`src/hw/rtl/world_to_screen_projection_top_macros.svh`:
```
// Assertion helpers, clocked on clk and idle while arst_n is low
`ifndef WORLD_TO_SCREEN_PROJECTION_TOP_MACROS_SVH
`define WORLD_TO_SCREEN_PROJECTION_TOP_MACROS_SVH

// consequent holds in the same cycle
`define WSP_ASSERT_NOW(lbl, ante, cons, msg) \
	lbl: assert property (@(posedge clk) disable iff (!arst_n) (ante) |-> (cons)) \
		else $error(msg);

// consequent holds in the cycle after the antecedent
`define WSP_ASSERT_NEXT(lbl, ante, cons, msg) \
	lbl: assert property (@(posedge clk) disable iff (!arst_n) (ante) |=> (cons)) \
		else $error(msg);

`endif

```
`src/hw/rtl/wsp_pkg.sv`:
```
package wsp_pkg;

	localparam int FRAC_BITS = 16;

	localparam int PROD_W  = 64;
	localparam int SH_W    = PROD_W - FRAC_BITS;
	localparam int ACC_W   = SH_W + 2;
	localparam int NUM_W   = 50;
	localparam int DIVN_W  = NUM_W + FRAC_BITS;
	localparam int HI_W    = DIVN_W - 32;
	localparam int CMP_W   = (HI_W > 32) ? HI_W : 32;
	localparam int STEP_W  = 4;
	localparam int N_STEPS = 12;
	localparam int CNT_W   = 5;

	localparam logic signed [31:0] ONE_FX  = 32'(64'd1 << FRAC_BITS);
	localparam logic signed [31:0] NEAR_FX =
		32'(((64'd1 << FRAC_BITS) + 64'd5000) / 64'd10000);
	localparam logic signed [31:0] S32_MAX = 32'sh7fff_ffff;
	localparam logic signed [31:0] S32_MIN = 32'sh8000_0000;
	localparam logic [15:0] DIAG_MASK = 16'b1000_0100_0010_0001;

	localparam logic MODE_LOAD    = 1'b0;
	localparam logic MODE_PROJECT = 1'b1;

	localparam int CFG_IDX_W = 4;

	typedef enum logic [CFG_IDX_W-1:0] {
		REG_WINDOW_WIDTH  = 4'd0,
		REG_WINDOW_HEIGHT = 4'd1
	} cfg_reg_t;

	typedef struct packed {
		logic              mode;
		logic [3:0]        entry_index;
		logic signed [31:0] entry_value;
		logic signed [31:0] point_x;
		logic signed [31:0] point_y;
		logic signed [31:0] point_z;
	} in_item_t;

	typedef struct packed {
		logic              visible;
		logic signed [31:0] screen_x;
		logic signed [31:0] screen_y;
	} out_item_t;

	typedef struct packed {
		logic              wr_entry;
		logic              latch_pt;
		logic              mul_en;
		logic [STEP_W-1:0] step;
		logic              num_en;
		logic              div_start;
		logic              out_load;
	} wsp_cmd_t;

	typedef struct packed {
		logic div_busy;
	} wsp_sts_t;

	function automatic logic signed [31:0] sat32(input logic signed [ACC_W-1:0] v);
		logic signed [ACC_W-1:0] hi;
		logic signed [ACC_W-1:0] lo;
		hi = ACC_W'(S32_MAX);
		lo = ACC_W'(S32_MIN);
		if (v > hi) begin
			return S32_MAX;
		end else if (v < lo) begin
			return S32_MIN;
		end
		return v[31:0];
	endfunction

endpackage

```
`src/hw/rtl/wsp_ctrl.sv`:
```
module wsp_ctrl import wsp_pkg::*; (
	input  logic     clk,
	input  logic     arst_n,
	input  logic     in_valid,
	input  logic     in_mode,
	output logic     in_ready,
	output logic     out_valid,
	input  logic     out_ready,
	output wsp_cmd_t cmd,
	input  wsp_sts_t sts
);

	typedef enum logic [2:0] {
		S_IDLE,
		S_MUL,
		S_DRAIN,
		S_NUM,
		S_DIVGO,
		S_DIV,
		S_WB
	} state_t;

	state_t            state_q;
	logic [STEP_W-1:0] step_q;
	logic              out_valid_q;
	logic              accept;

	assign in_ready = (state_q == S_IDLE);
	assign accept   = in_valid && in_ready;

	always_comb begin
		cmd           = '0;
		cmd.wr_entry  = accept && (in_mode == MODE_LOAD);
		cmd.latch_pt  = accept && (in_mode == MODE_PROJECT);
		cmd.mul_en    = (state_q == S_MUL);
		cmd.step      = step_q;
		cmd.num_en    = (state_q == S_NUM);
		cmd.div_start = (state_q == S_DIVGO);
		cmd.out_load  = (state_q == S_WB) && (!out_valid_q || out_ready);
	end

	always_ff @(posedge clk or negedge arst_n) begin
		if (!arst_n) begin
			state_q     <= S_IDLE;
			step_q      <= '0;
			out_valid_q <= 1'b0;
		end else begin
			case (state_q)
				S_IDLE: begin
					if (cmd.latch_pt) begin
						step_q  <= '0;
						state_q <= S_MUL;
					end
				end
				S_MUL: begin
					if (step_q == STEP_W'(N_STEPS - 1)) begin
						state_q <= S_DRAIN;
					end else begin
						step_q <= step_q + 1'b1;
					end
				end
				S_DRAIN: state_q <= S_NUM;
				S_NUM:   state_q <= S_DIVGO;
				S_DIVGO: state_q <= S_DIV;
				S_DIV: begin
					if (!sts.div_busy) begin
						state_q <= S_WB;
					end
				end
				S_WB: begin
					if (cmd.out_load) begin
						state_q <= S_IDLE;
					end
				end
				default: state_q <= S_IDLE;
			endcase

			if (cmd.out_load) begin
				out_valid_q <= 1'b1;
			end else if (out_ready) begin
				out_valid_q <= 1'b0;
			end
		end
	end

	assign out_valid = out_valid_q;

endmodule
```
`config.mk`:
```
export PLATFORM = sky130hd
export DESIGN_NAME = wsp_ctrl
export DESIGN_NICKNAME = d
export VERILOG_FILES = /design/src/hw/rtl/world_to_screen_projection_top_macros.svh /design/src/hw/rtl/wsp_pkg.sv /design/src/hw/rtl/wsp_ctrl.sv
export SDC_FILE = /design/constraint.sdc
export NUM_CORES = 1
export LEC_CHECK = 0
export BUFFER_PORTS_ARGS = -buffer_cell sky130_fd_sc_hd__buf_2
export CORE_AREA = 3 3 40 42
export CTS_BUF_LIST = sky130_fd_sc_hd__clkbuf_16
export DETAILED_ROUTE_END_ITERATION = 10
export DIE_AREA = 0 0 43 45
export PLACE_DENSITY = 0.61
export SETUP_SLACK_MARGIN = 0.02
export SLEW_MARGIN = 0
export SYNTH_ARGS = -nofsm -noshare
export SYNTH_HDL_FRONTEND = slang
export SYNTH_SLANG_ARGS = --single-unit
```
`constraint.sdc`:
```
create_clock -name clk -period 2.22 [get_ports clk]
set_clock_uncertainty 0.1 [all_clocks]
set_input_delay 0.444 -clock clk [delete_from_list [all_inputs] [get_ports clk]]
set_output_delay 0.444 -clock clk [all_outputs]
set_load 0.05 [all_outputs]
```
==> results.json <==
{
  "cp_data_arrival_time_ns": 1.56,
  "critPathMaxFanout": 10,
  "r2r_end": "step_q[3]",
  "dp_hpwl_um": 778,
  "final_area_um2": 667,
  "relSlewSlack": 0.809,
  "grt_pass1_wl_um": 1860,
  "rsz0062_at_grt": "no",
  "gp_congestion": 0.707,
  "wire_per_inst_um": 12.2,
  "nets": 79,
  "boundaryPins": 18,
  "initial_core_util": 0.378,
  "holdCritStartpoint": "step_q[0]",
  "final_cell_mix": "buf_2 (15), dfrtp_1 (8), nand2_1 (5), inv_1 (5), o21ai_0 (4)",
  "cp_num_cells": 3,
  "clockBufferDepth": 2,
  "dieArea_um2": 1940,
  "num_rows": 13,
  "fin_tns_setup_ns": 0,
  "worst_setup_path_end_kind": "output pin",
  "synth_compound_area_frac": 0.188,
  "place_area_um2": 572,
  "r2r_setup_slack_ns": 0.59,
  "cp-start-kind": "flop",
  "antenna_found_initial": 0,
  "ir_drop_v": 0.000786,
  "route.detailed.drc": 0,
  "path_clk_slew_ns": 0.04,
  "max_stage_delay_ns": 0.49,
  "ys_top_cells_by_area": "dfrtp_1 (41%), buf_6 (4.6%), mux2i_1 (4.1%)",
  "power_density_nw_per_um2": 1860,
  "synthMuxAreaShare": 0.0412,
  "status": "completed",
  "cap_violations": 0,
  "fin_crit_ns": 2.10,
  "dr_total_vias": 439,
  "yosys.area_share.simple": 0.237,
  "grt_max_degree": 11,
  "yosysWarnings": 0,
  "rr_worst_depth": 3,
  "cts-buffers-inserted": 3,
  "synth_top_family_by_area": "simple AND/OR/NAND/NOR gates",
  "setup_viol": 0,
  "hp-class": "flop to flop",
  "fmax_ghz": 0.475,
  "core-area_um2": 1280,
  "synth_cell_types": 26,
  "first_pass_iters": 4,
  "crit_family": "flip-flops",
  "max_slew.worst_pin.slew_ns": 0.287,
  "area_growth_pct": 37.4,
  "synth_fa_ha_area_frac": 0.0258,
  "routed_wl_um": 1040,
  "vias_per_cell": 5.16,
  "fin_crit_sh": 0.948,
  "cp.required_ns": 1.68,
  "synthXorXnorAreaFrac": 0,
  "hold_viol": 0,
  "cts_max_level": 1,
  "ant_nets": 0,
  "holdPathStages": 1,
  "yosysSeqAreaShare": 0.412,
  "grt-ovfl-total": 0,
  "dieHeight_um": 45,
  "port_buffers": 17,
  "clock_latency_ns": 0.23,
  "yosysTopAreaCellShare": 0.412,
  "syn_avg_cell_area_um2": 9.34,
  "num-fill-cells": 130,
  "cts_tree": "yes",
  "synth_cells": 52,
  "crit_type": "flop to output pin",
  "synthesis.nets": 59,
  "timing.final.max_slew_violations": 0,
  "drt_iter0_drc": 8,
  "cts_sinks": 8,
  "cts_root_buf": "clkbuf_16",
  "path_buf_inv": 2,
  "hold_path_end": "step_q[0]",
  "reg2reg_from": "state_q[0]",
  "antenna_cells": 0,
  "final_common_cell": "buf_2",
  "synth-seq-cells": 8,
  "fp.dieW_um": 43,
  "crit_slowest_cell": "dfrtp_1",
  "yosysTopAreaCell": "dfrtp_1",
  "drive_gt1_frac": 0.357,
  "grt_pass1_vias": 411,
  "grt_usage": 0.137,
  "netlist_area_um2": 485,
  "p_leak_nw": 0.336,
  "cp_cell_sequence": "or3b_4 -> inv_1 -> buf_2"
}
==> where the power goes <==
group / leakage, nW / internal, mW / total [mW] / switching, mW
logic: 0.197 / 0.193 / 0.630 / 0.437
clock network: 0.0370 / 0.232 / 0.304 / 0.0719
registers: 0.102 / 0.210 / 0.304 / 0.0935
==> state kept, by name, indices dropped and copies added (netlist names) <==
name / cells
step_q: 4
out_valid: 1
state_q: 3
==> metal layers <==
metal  wire (µm)  vias to the layer above  track usage
li1            -                      223            -
met1         478                      200        0.178
met2         460                       11        0.180
met3          71                        5       0.0518
met4          29                        0        0.108
met5           0                        -            0
==> through the flow <==
stage	setup WS [ns]	instances	util	power, mW	hold slack (ns)
CTS	0.0448	85	0.511	1.24	0.436
finish	0.116	85	0.519	1.24	0.431
global route	0.0382	85	0.519	1.32	0.463
global placement	0.332	81	0.445	0.922	0.199
floorplan	0.0201	52	-	0.832	0.0484
detailed placement	0.291	81	0.445	0.925	0.199
==> cells in the mapped netlist <==
cell type / n
a221oi_2: 1
nor2b_1: 1
nor3b_1: 2
nand2_1: 5
a21o_1: 1
o211ai_1: 1
nand3b_1: 1
o21ai_0: 4
a21oi_1: 2
nand3_1: 1
o22ai_1: 1
nor3_1: 2
or3b_4: 1
and3b_1: 1
dfrtp_1: 8
buf_2: 1
inv_1: 5
ha_1: 1
or3_1: 2
nor2_1: 2
mux2i_1: 2
a22o_1: 1
buf_6: 2
nand2b_1: 2
o221ai_1: 1
o31ai_1: 1
==> cells by family after synthesis <==
logic type	count (synthesis)
DFF	8
buffers and inverters	8
AOI/OAI and AO/OA	13
and+or+nand+nor	20
muxes	2
adders and majority gates	1
==> cell type report <==
cell class / instances / area, µm² / share of cell area
repair buffers: 18 / 100 / 0.150
clock buffers: 3 / 75.1 / 0.113
well taps: 15 / 18.8 / 0.0281
inverters: 5 / 18.8 / 0.0281
flip-flops and latches: 8 / 200 / 0.300
multi-input cells: 36 / 254 / 0.381
==> worst max path at each step <==
stage,startpoint,endpoint,slack (ns)
final,state_q[0],cmd[7],0.12
after global routing,state_q[2],cmd[9],0.04
after detailed placement,state_q[2],cmd[9],0.29
after CTS,state_q[2],cmd[9],0.04
after floorplan,state_q[1],cmd[1],0.02
after global placement,state_q[2],cmd[9],0.33
==> timing repair <==
item                                    4_1_cts  5_1_grt
buffers inserted                              0        0
hold buffers                                  1        0
endpoints found under the setup margin        0        2
gates resized for setup                       0        3
endpoints found under the hold margin         8        0
Power figures use the tool's default switching activity.
